===== src/sv/ppsch_pkg.sv =====
// Shared types and constants for the preemptive priority scheduler.
// No dependencies; used by ppsch_cell and preemptive_priority_scheduler_core.
`default_nettype none
package ppsch_pkg;

    localparam int SLOTS_DEF = 16;

    localparam int ID_W   = 8;
    localparam int TIME_W = 16;
    localparam int PRIO_W = 8;
    localparam int STAT_W = 2;

    localparam logic [STAT_W-1:0] ST_ADDED = 2'd0;
    localparam logic [STAT_W-1:0] ST_FULL  = 2'd1;
    localparam logic [STAT_W-1:0] ST_RAN   = 2'd2;
    localparam logic [STAT_W-1:0] ST_IDLE  = 2'd3;

    localparam logic CMD_ADD  = 1'b0;
    localparam logic CMD_TICK = 1'b1;

    localparam logic [TIME_W-1:0] TIME_MAX = '1;

    // best candidate so far, handed from cell to cell
    typedef struct packed {
        logic              valid;
        logic              running;
        logic [PRIO_W-1:0] prio;
        logic [TIME_W-1:0] arrival;
        logic [ID_W-1:0]   id;
        logic [TIME_W-1:0] burst;
        logic [TIME_W-1:0] left;
    } cand_t;

    // table update broadcast to the cells
    typedef struct packed {
        logic              add;
        logic              dec;
        logic [ID_W-1:0]   id;
        logic [TIME_W-1:0] arrival;
        logic [TIME_W-1:0] burst;
        logic [PRIO_W-1:0] prio;
    } upd_t;

endpackage
`default_nettype wire


===== src/sv/ppsch_cell.sv =====
// One process-table slot plus one stage of the selection chain.
// Depends on ppsch_pkg.
`default_nettype none
module ppsch_cell #(
    parameter int IDX_W = 4,
    parameter int IDX   = 0
) (
    input  wire                        clk,
    input  wire                        rst_n,
    input  wire [ppsch_pkg::TIME_W-1:0] now,
    input  wire                        run_valid,
    input  wire [IDX_W-1:0]            run_slot,
    input  wire ppsch_pkg::upd_t       upd,
    input  wire [IDX_W-1:0]            upd_slot,
    input  wire ppsch_pkg::cand_t      cand_in,
    input  wire [IDX_W-1:0]            cand_slot_in,
    output ppsch_pkg::cand_t           cand_out,
    output logic [IDX_W-1:0]           cand_slot_out
);

    logic                          used_reg;
    logic [ppsch_pkg::ID_W-1:0]    id_reg;
    logic [ppsch_pkg::TIME_W-1:0]  arrival_reg;
    logic [ppsch_pkg::TIME_W-1:0]  burst_reg;
    logic [ppsch_pkg::TIME_W-1:0]  left_reg;
    logic [ppsch_pkg::PRIO_W-1:0]  prio_reg;
    ppsch_pkg::cand_t              cand_reg;
    ppsch_pkg::cand_t              cand_next;
    logic [IDX_W-1:0]              slot_reg;
    logic [IDX_W-1:0]              slot_next;
    logic                          hit;
    logic                          is_run;
    logic                          eligible;
    logic                          take_own;

    assign hit    = (upd_slot == IDX_W'(IDX));
    assign is_run = run_valid && (run_slot == IDX_W'(IDX));
    assign eligible = used_reg && (left_reg != '0) && (arrival_reg <= now);

    // incoming candidate comes from lower slots, so it wins a full tie
    always_comb
    begin
        take_own = eligible && (!cand_in.valid || (prio_reg < cand_in.prio) ||
                   ((prio_reg == cand_in.prio) && !cand_in.running &&
                    (is_run || (arrival_reg < cand_in.arrival))));
        if (take_own)
        begin
            cand_next.valid   = 1'b1;
            cand_next.running = is_run;
            cand_next.prio    = prio_reg;
            cand_next.arrival = arrival_reg;
            cand_next.id      = id_reg;
            cand_next.burst   = burst_reg;
            cand_next.left    = left_reg;
            slot_next         = IDX_W'(IDX);
        end
        else
        begin
            cand_next = cand_in;
            slot_next = cand_slot_in;
        end
    end

    always_ff @(posedge clk or negedge rst_n)
    begin
        if (!rst_n)
        begin
            used_reg <= 1'b0;
        end
        else if (upd.add && hit)
        begin
            used_reg <= 1'b1;
        end
    end

    always_ff @(posedge clk)
    begin
        if (upd.add && hit)
        begin
            id_reg      <= upd.id;
            arrival_reg <= upd.arrival;
            burst_reg   <= upd.burst;
            left_reg    <= upd.burst;
            prio_reg    <= upd.prio;
        end
        else if (upd.dec && hit)
        begin
            left_reg <= left_reg - ppsch_pkg::TIME_W'(1);
        end
        cand_reg <= cand_next;
        slot_reg <= slot_next;
    end

    assign cand_out      = cand_reg;
    assign cand_slot_out = slot_reg;

endmodule
`default_nettype wire


===== src/sv/preemptive_priority_scheduler_core.sv =====
// Top level of the preemptive priority scheduler: control, clock and counters.
// Depends on ppsch_pkg and ppsch_cell.
//
// Usage:
//  - Input channel (in_valid / in_stall) carries one command item: cmd=0 adds a
//    process (proc_id, arrival, burst, prio) to the lowest free slot, cmd=1 is
//    one time tick. Output channel (out_valid / out_stall) returns exactly one
//    result item per command.
//  - Items are handled one at a time. An add goes from accept straight to the
//    execute step; a tick first passes the scan step, whose length is set by
//    the selection chain: the best candidate walks through the row of slot
//    cells, one cell per cycle, before the winner is known.
//  - in_stall is low whenever no command is in progress, so a new command is
//    taken while the previous result still sits in the output register.
//  - When the receiver holds out_stall, the result stays put and the command
//    in progress waits in its final step; table state is updated only when
//    its result is written to the output register.
//  - Reset (rst_n, async, active low) empties the table, clears the clock,
//    the counters and the running-process mark. Payload storage of a slot is
//    not cleared; it is only read after an add has written it.
`default_nettype none
module preemptive_priority_scheduler_core #(
    parameter int SLOTS = ppsch_pkg::SLOTS_DEF
) (
    input  wire                          clk,
    input  wire                          rst_n,
    input  wire                          in_valid,
    output logic                         in_stall,
    input  wire                          cmd,
    input  wire [ppsch_pkg::ID_W-1:0]    proc_id,
    input  wire [ppsch_pkg::TIME_W-1:0]  arrival,
    input  wire [ppsch_pkg::TIME_W-1:0]  burst,
    input  wire [ppsch_pkg::PRIO_W-1:0]  prio,
    output logic                         out_valid,
    input  wire                          out_stall,
    output logic [ppsch_pkg::STAT_W-1:0] status,
    output logic [ppsch_pkg::ID_W-1:0]   run_id,
    output logic                         finished,
    output logic [ppsch_pkg::TIME_W-1:0] turnaround,
    output logic [ppsch_pkg::TIME_W-1:0] waiting,
    output logic [ppsch_pkg::TIME_W-1:0] now,
    output logic                         all_done
);

    localparam int IDX_W = (SLOTS > 1) ? $clog2(SLOTS) : 1;
    localparam int CNT_W = $clog2(SLOTS + 1);
    localparam int TW    = ppsch_pkg::TIME_W;

    typedef enum logic [2:0] {
        S_IDLE = 3'b001,
        S_SCAN = 3'b010,
        S_EXEC = 3'b100
    } state_t;

    state_t                          state_reg, state_next;
    logic [IDX_W-1:0]                scan_cnt_reg;

    // latched command
    logic                            cmd_reg;
    logic [ppsch_pkg::ID_W-1:0]      id_reg;
    logic [TW-1:0]                   arrival_reg;
    logic [TW-1:0]                   burst_reg;
    logic [ppsch_pkg::PRIO_W-1:0]    prio_reg;

    logic [TW-1:0]                   clock_reg;
    logic                            run_valid_reg;
    logic [IDX_W-1:0]                run_slot_reg;
    logic [CNT_W-1:0]                done_cnt_reg;
    logic [CNT_W-1:0]                used_cnt_reg;

    // output register
    logic                            out_valid_reg;
    logic [ppsch_pkg::STAT_W-1:0]    status_reg;
    logic [ppsch_pkg::ID_W-1:0]      run_id_reg;
    logic                            fin_reg;
    logic [TW-1:0]                   tat_reg;
    logic [TW-1:0]                   wt_reg;
    logic                            all_done_reg;

    // selection chain
    ppsch_pkg::cand_t                chain   [SLOTS+1];
    logic [IDX_W-1:0]                chain_slot [SLOTS+1];
    ppsch_pkg::upd_t                 upd;
    logic [IDX_W-1:0]                upd_slot;

    logic                            accept;
    logic                            out_free;
    logic                            commit;
    logic                            full;
    ppsch_pkg::cand_t                win;
    logic [TW-1:0]                   clock_inc;
    logic [TW-1:0]                   left_dec;
    logic [TW-1:0]                   tat_calc;
    logic [TW-1:0]                   wt_calc;
    logic [TW-1:0]                   burst_fix;
    logic                            done_now;

    assign accept   = in_valid && !in_stall;
    assign in_stall = (state_reg != S_IDLE);
    assign out_free = !out_valid_reg || !out_stall;
    assign commit   = (state_reg == S_EXEC) && out_free;
    assign full     = (used_cnt_reg == CNT_W'(SLOTS));
    assign win      = chain[SLOTS];

    assign chain[0]      = '0;
    assign chain_slot[0] = '0;

    genvar g;
    generate
        for (g = 0; g < SLOTS; g++)
        begin : g_cell
            ppsch_cell #(
                .IDX_W (IDX_W),
                .IDX   (g)
            ) u_cell (
                .clk           (clk),
                .rst_n         (rst_n),
                .now           (clock_reg),
                .run_valid     (run_valid_reg),
                .run_slot      (run_slot_reg),
                .upd           (upd),
                .upd_slot      (upd_slot),
                .cand_in       (chain[g]),
                .cand_slot_in  (chain_slot[g]),
                .cand_out      (chain[g+1]),
                .cand_slot_out (chain_slot[g+1])
            );
        end
    endgenerate

    // tick arithmetic on the winner; clock saturates
    always_comb
    begin
        clock_inc = (clock_reg == ppsch_pkg::TIME_MAX) ? clock_reg : clock_reg + TW'(1);
        left_dec  = win.left - TW'(1);
        done_now  = (left_dec == '0);
        tat_calc  = (clock_inc > win.arrival) ? clock_inc - win.arrival : '0;
        wt_calc   = (tat_calc > win.burst) ? tat_calc - win.burst : '0;
        burst_fix = (burst_reg == '0) ? TW'(1) : burst_reg;
    end

    // broadcast to the table, only on the committing cycle
    always_comb
    begin
        upd.add     = commit && (cmd_reg == ppsch_pkg::CMD_ADD) && !full;
        upd.dec     = commit && (cmd_reg == ppsch_pkg::CMD_TICK) && win.valid;
        upd.id      = id_reg;
        upd.arrival = arrival_reg;
        upd.burst   = burst_fix;
        upd.prio    = prio_reg;
        upd_slot    = (cmd_reg == ppsch_pkg::CMD_ADD) ? used_cnt_reg[IDX_W-1:0]
                                                      : chain_slot[SLOTS];
    end

    always_comb
    begin
        state_next = state_reg;
        case (state_reg)
            S_IDLE:
            begin
                if (accept)
                begin
                    state_next = (cmd == ppsch_pkg::CMD_ADD) ? S_EXEC : S_SCAN;
                end
            end
            S_SCAN:
            begin
                if (scan_cnt_reg == IDX_W'(SLOTS - 1))
                begin
                    state_next = S_EXEC;
                end
            end
            S_EXEC:
            begin
                if (out_free)
                begin
                    state_next = S_IDLE;
                end
            end
            default:
            begin
                state_next = S_IDLE;
            end
        endcase
    end

    always_ff @(posedge clk or negedge rst_n)
    begin
        if (!rst_n)
        begin
            state_reg     <= S_IDLE;
            scan_cnt_reg  <= '0;
            clock_reg     <= '0;
            run_valid_reg <= 1'b0;
            run_slot_reg  <= '0;
            done_cnt_reg  <= '0;
            used_cnt_reg  <= '0;
            out_valid_reg <= 1'b0;
        end
        else
        begin
            state_reg <= state_next;

            if (state_reg == S_SCAN)
            begin
                scan_cnt_reg <= scan_cnt_reg + IDX_W'(1);
            end
            else
            begin
                scan_cnt_reg <= '0;
            end

            if (commit)
            begin
                out_valid_reg <= 1'b1;
            end
            else if (!out_stall)
            begin
                out_valid_reg <= 1'b0;
            end

            if (upd.add)
            begin
                used_cnt_reg <= used_cnt_reg + CNT_W'(1);
            end

            if (commit && (cmd_reg == ppsch_pkg::CMD_TICK))
            begin
                clock_reg <= clock_inc;
                if (win.valid)
                begin
                    if (done_now)
                    begin
                        done_cnt_reg  <= done_cnt_reg + CNT_W'(1);
                        run_valid_reg <= 1'b0;
                        run_slot_reg  <= '0;
                    end
                    else
                    begin
                        run_valid_reg <= 1'b1;
                        run_slot_reg  <= chain_slot[SLOTS];
                    end
                end
            end
        end
    end

    // command latch and result payload
    always_ff @(posedge clk)
    begin
        if (accept)
        begin
            cmd_reg     <= cmd;
            id_reg      <= proc_id;
            arrival_reg <= arrival;
            burst_reg   <= burst;
            prio_reg    <= prio;
        end
        if (commit)
        begin
            run_id_reg <= '0;
            fin_reg    <= 1'b0;
            tat_reg    <= '0;
            wt_reg     <= '0;
            if (cmd_reg == ppsch_pkg::CMD_ADD)
            begin
                status_reg   <= full ? ppsch_pkg::ST_FULL : ppsch_pkg::ST_ADDED;
                all_done_reg <= full ? (done_cnt_reg == used_cnt_reg) : 1'b0;
            end
            else if (win.valid)
            begin
                status_reg   <= ppsch_pkg::ST_RAN;
                run_id_reg   <= win.id;
                fin_reg      <= done_now;
                tat_reg      <= done_now ? tat_calc : '0;
                wt_reg       <= done_now ? wt_calc : '0;
                all_done_reg <= done_now && ((done_cnt_reg + CNT_W'(1)) == used_cnt_reg);
            end
            else
            begin
                status_reg   <= ppsch_pkg::ST_IDLE;
                all_done_reg <= (done_cnt_reg == used_cnt_reg);
            end
        end
    end

    assign out_valid  = out_valid_reg;
    assign status     = status_reg;
    assign run_id     = run_id_reg;
    assign finished   = fin_reg;
    assign turnaround = tat_reg;
    assign waiting    = wt_reg;
    assign now        = clock_reg;
    assign all_done   = all_done_reg;

    // completions never outnumber added processes
    a_done_le_used: assert property (@(posedge clk) disable iff (!rst_n)
        done_cnt_reg <= used_cnt_reg)
        else $error("done count exceeds used count");

    // the running mark always points at a filled slot
    a_run_slot_used: assert property (@(posedge clk) disable iff (!rst_n)
        run_valid_reg |-> (CNT_W'(run_slot_reg) < used_cnt_reg))
        else $error("running slot beyond filled slots");

    // only a tick that ran a process can report completion
    a_fin_ran: assert property (@(posedge clk) disable iff (!rst_n)
        (out_valid_reg && fin_reg) |-> (status_reg == ppsch_pkg::ST_RAN))
        else $error("finished without a run");

    // the table is only touched while a command commits
    a_upd_commit: assert property (@(posedge clk) disable iff (!rst_n)
        (upd.add || upd.dec) |=> out_valid_reg)
        else $error("table update without result");

endmodule
`default_nettype wire


===== config.mk =====
export PLATFORM = sky130hd
export DESIGN_NAME = preemptive_priority_scheduler_core
export DESIGN_NICKNAME = d
export VERILOG_FILES = /design/src/sv/ppsch_pkg.sv /design/src/sv/ppsch_cell.sv /design/src/sv/preemptive_priority_scheduler_core.sv
export SDC_FILE = /design/constraint.sdc
export NUM_CORES = 2
export LEC_CHECK = 0
export BUFFER_PORTS_ARGS = -buffer_cell sky130_fd_sc_hd__buf_2
export CORE_MARGIN = 3
export CORE_UTILIZATION = 63
export DETAILED_ROUTE_END_ITERATION = 10
export PLACE_DENSITY = 0.81
export SLEW_MARGIN = 20
export SYNTH_ARGS = -nofsm -noshare
export SYNTH_HDL_FRONTEND = slang
export SYNTH_SLANG_ARGS = --single-unit

===== constraint.sdc =====
create_clock -name clk -period 8.19 [get_ports clk]
set_input_delay 0.4095 -clock clk [delete_from_list [all_inputs] [get_ports clk]]
set_output_delay 0.4095 -clock clk [all_outputs]
set_load 0.1 [all_outputs]

==> flow_summary.ini <==
[sta]
period_minus_slack_ns = 6.62
tightest_slew_ns = 1.14
rsz0062_at_grt = no
fin_skew_ns = 0.0300
clock.fmax_ghz = 0.151
slew_viol_final = 0
setup_tns_ns = 0
final_hold_viol_count = 0
setup_viol = 0
slew_headroom_pct = 24.0
period_share_pct = 80.8

[placed_design]
io_buffers = 114
place.gp.congestion = 0.916
dpl.hpwl_mm = 143

[critical_path]
path_cells = nand3_1, or4_1, o41ai_1, nor2_1, nand3_1, xnor2_1, ha_1, o21ai_0, nor2_1, or3_1, a221oi_1, a21oi_1, buf_4, inv_1, nor2_1, ha_1, nor2b_1, o21ai_0, a21oi_1, nor3_1, o21ai_0, o21ai_1, buf_4, nor3_1
slowest_stage = o41ai_1
r2r_slack_ns = 1.57
worst-path-max-fanout = 21
r2r-end = waiting[2]$_SDFFCE_PN0P_
cp.buffers_inverters = 3
arrival_ns = 7.19
reg2reg_depth = 24
cpPeakStageDelay_ns = 0.55
end_kind = flip-flop
crit_type = flip-flop to flip-flop
cp.required_ns = 8.76
r2r-start = now[13]$_DFFE_PN0P_
start_kind = flip-flop
crit_family = compound AO/OA/AOI/OAI gates

[yosys]
netlist_area_mm2 = 0.0943
synthFlopType = edfxtp_1
synth_nets = 7921
ys_warn_count = 0
synth.avg_cell_area_um2 = 13.1
ys_seq_area_share_pct = 60.3
syn_inst = 7212
ys_types = 88
ys_async_sr_fraction_pct = 2.43
ys_seq_elements = 2268
synth_edf_count = 1117

[cts]
root_buffer = clkbuf_16
post-cts-setup-buffers = 0
cts_tree = built
htreeDepth = 4
cts-buffers-inserted = 214
cts_resized = 0
clkLatencyLatePin_ns = 0.84
path_clk_slew_ns = 0.06
cts.sinks = 2268
hold_buffers = 53
cts_buffer_depth = 3

[grt]
overflow = 0
gr-usage-all-layers_pct = 28.1
grt_pass1_wl_mm = 334
antenna_found_initial = 3
grt_max_degree = 82
grt_pass1_vias = 58900

[routing]
via_count = 56900
dr.first_iter.drc_count = 4383
drc = 0
first_pass_iters = 6
post_drt_wl_per_cell_um = 22.6
ant_nets = 0
vias_per_cell = 5.93
wirelength_mm = 217

[pwr]
p_int_mw = 22.5
switchingPower_mw = 8.44
seqPwrFrac_pct = 48.1
powerDensity_mw_per_mm2 = 295
p_leak_nw = 40.5
p_comb_share_pct = 19.8
peakVddDrop_mv = 0.210
sw_frac_of_total_pct = 27.3
p_clk_share_pct = 32.1

[job]
drv_cap = 0

[layout]
fin_util_pct = 70.7
drive_gt1_share_pct = 20.7
fillers = 9602
largest_reg_flops = 1047
register_area_mm2 = 0.0569
mostFrequentLayoutCells = edfxtp_1 (1117), dfxtp_1 (1096), mux2_2 (896)
final_common_cell = edfxtp_1
syn2layout_area_growth_pct = 11.1
multiInputGateArea_mm2 = 0.0346
nNetsFinal = 8177

[floorplanning]
coreArea_mm2 = 0.148
die_x_um = 393
initial_core_util_pct = 63.6
die_area_mm2 = 0.154
rows = 141
die_h_um = 393
ios = 115

[worst_hold_path]
min_path_type = input pin to flip-flop
min_to = arrival_reg[3]$_DFFE_PP_
min-delay-start = arrival[3]
hold_depth = 2

[run_status]
outcome = complete, no violations
-- synth_stat cells (38+ instances only) --
cell	n	area, um2
buf_2	62	310
o21ai_0	201	1010
nand3_1	92	460
mux2_2	896	10100
inv_1	492	1850
dfrtp_1	54	1350
and2_1	98	613
a31oi_1	38	238
dfxtp_1	1096	21900
xor2_1	73	639
nor2_1	380	1430
a21o_1	57	428
nor4_1	62	388
nand2b_1	70	438
nor3_1	72	360
nor2b_1	62	388
ha_1	654	8180
a211oi_1	39	293
xnor2_1	180	1580
nand2_1	278	1040
nand4_1	111	694
clkbuf_1	124	465
edfxtp_1	1117	33500
mux2_4	46	691
a21oi_1	392	1960
-- layout make-up --
| type | instances | area share (%) |
|---|---|---|
| Timing Repair Buffer | 266 | 1.80 |
| Clock inverter | 103 | 0.992 |
| Inverter | 492 | 1.77 |
| Tap cell | 1930 | 2.30 |
| Sequential cell | 2268 | 54.3 |
| Antenna cell | 3 | 0.00717 |
| Multi-Input combinational cell | 4226 | 33.1 |
| Clock buffer | 303 | 5.79 |
-- per-stage QoR --
step	total power, mW	hold slack (ns)	cell area [um2]	setup WS (ns)	cells
after floorplan	19.1	0.114	94300	1.49	7212
after global placement	20.8	0.223	97000	1.53	9127
after detailed placement	21.0	0.227	97000	1.52	9127
after CTS	31.0	0.220	105000	1.52	9586
after global routing	32.3	0.249	105000	1.06	9588
final	30.9	0.274	105000	1.57	9591
-- power groups by stage --
stage | Combinational, mW | Sequential (mW) | Clock [mW]
6_report | 6.12 | 14.9 | 9.92
5_1_grt | 6.75 | 15.1 | 10.5
4_1_cts | 6.10 | 14.9 | 10.0
3_5_place_dp | 5.95 | 15.1 | 0
3_3_place_gp | 5.78 | 15.0 | 0
2_1_floorplan | 4.32 | 14.8 | 0
-- cells by family after synthesis --
| family | after synthesis | synth area share (%) |
|---|---|---|
| flops | 2268 | 60.3 |
| simple gates | 1430 | 7.84 |
| buf+inv | 718 | 3.20 |
| mux | 964 | 11.7 |
| compound gates | 923 | 5.91 |
| fa+ha+maj | 656 | 8.72 |
| xor+xnor | 253 | 2.35 |
-- worst max path at each step --
| stage | from | end | slack [ns] | cells past startpoint |
|---|---|---|---|---|
| floorplan | now[11]$_DFFE_PN0P_ | waiting[10]$_SDFFCE_PN0P_ | 1.49 | 24 |
| global route | now[8]$_DFFE_PN0P_ | waiting[13]$_SDFFCE_PN0P_ | 1.06 | 24 |
| global placement | now[9]$_DFFE_PN0P_ | waiting[2]$_SDFFCE_PN0P_ | 1.53 | 24 |
| detailed placement | now[13]$_DFFE_PN0P_ | waiting[2]$_SDFFCE_PN0P_ | 1.52 | 24 |
| finish | now[13]$_DFFE_PN0P_ | waiting[2]$_SDFFCE_PN0P_ | 1.57 | 24 |
| CTS | now[13]$_DFFE_PN0P_ | waiting[13]$_SDFFCE_PN0P_ | 1.52 | 24 |
-- worst reg2reg max path, delay by kind of cell (launching register included) --
family / cells / cell delay, ns
AO/OA/AOI/OAI: 8 / 2.29
AND/OR/NAND/NOR: 10 / 2.04
adder cells (fa/ha/maj): 2 / 0.70
buffers and inverters: 3 / 0.61
flip-flops: 1 / 0.54
XOR/XNOR: 1 / 0.19
-- routing by layer --
metal,share of wire [%],up-vias,GRT usage [%]
li1,-,26600,-
met1,41,28100,36.4
met5,0,-,0
met4,3.8,0,11.2
met3,6.3,424,4.41
met2,49,1793,47.6
Power figures use the tool's default switching activity.
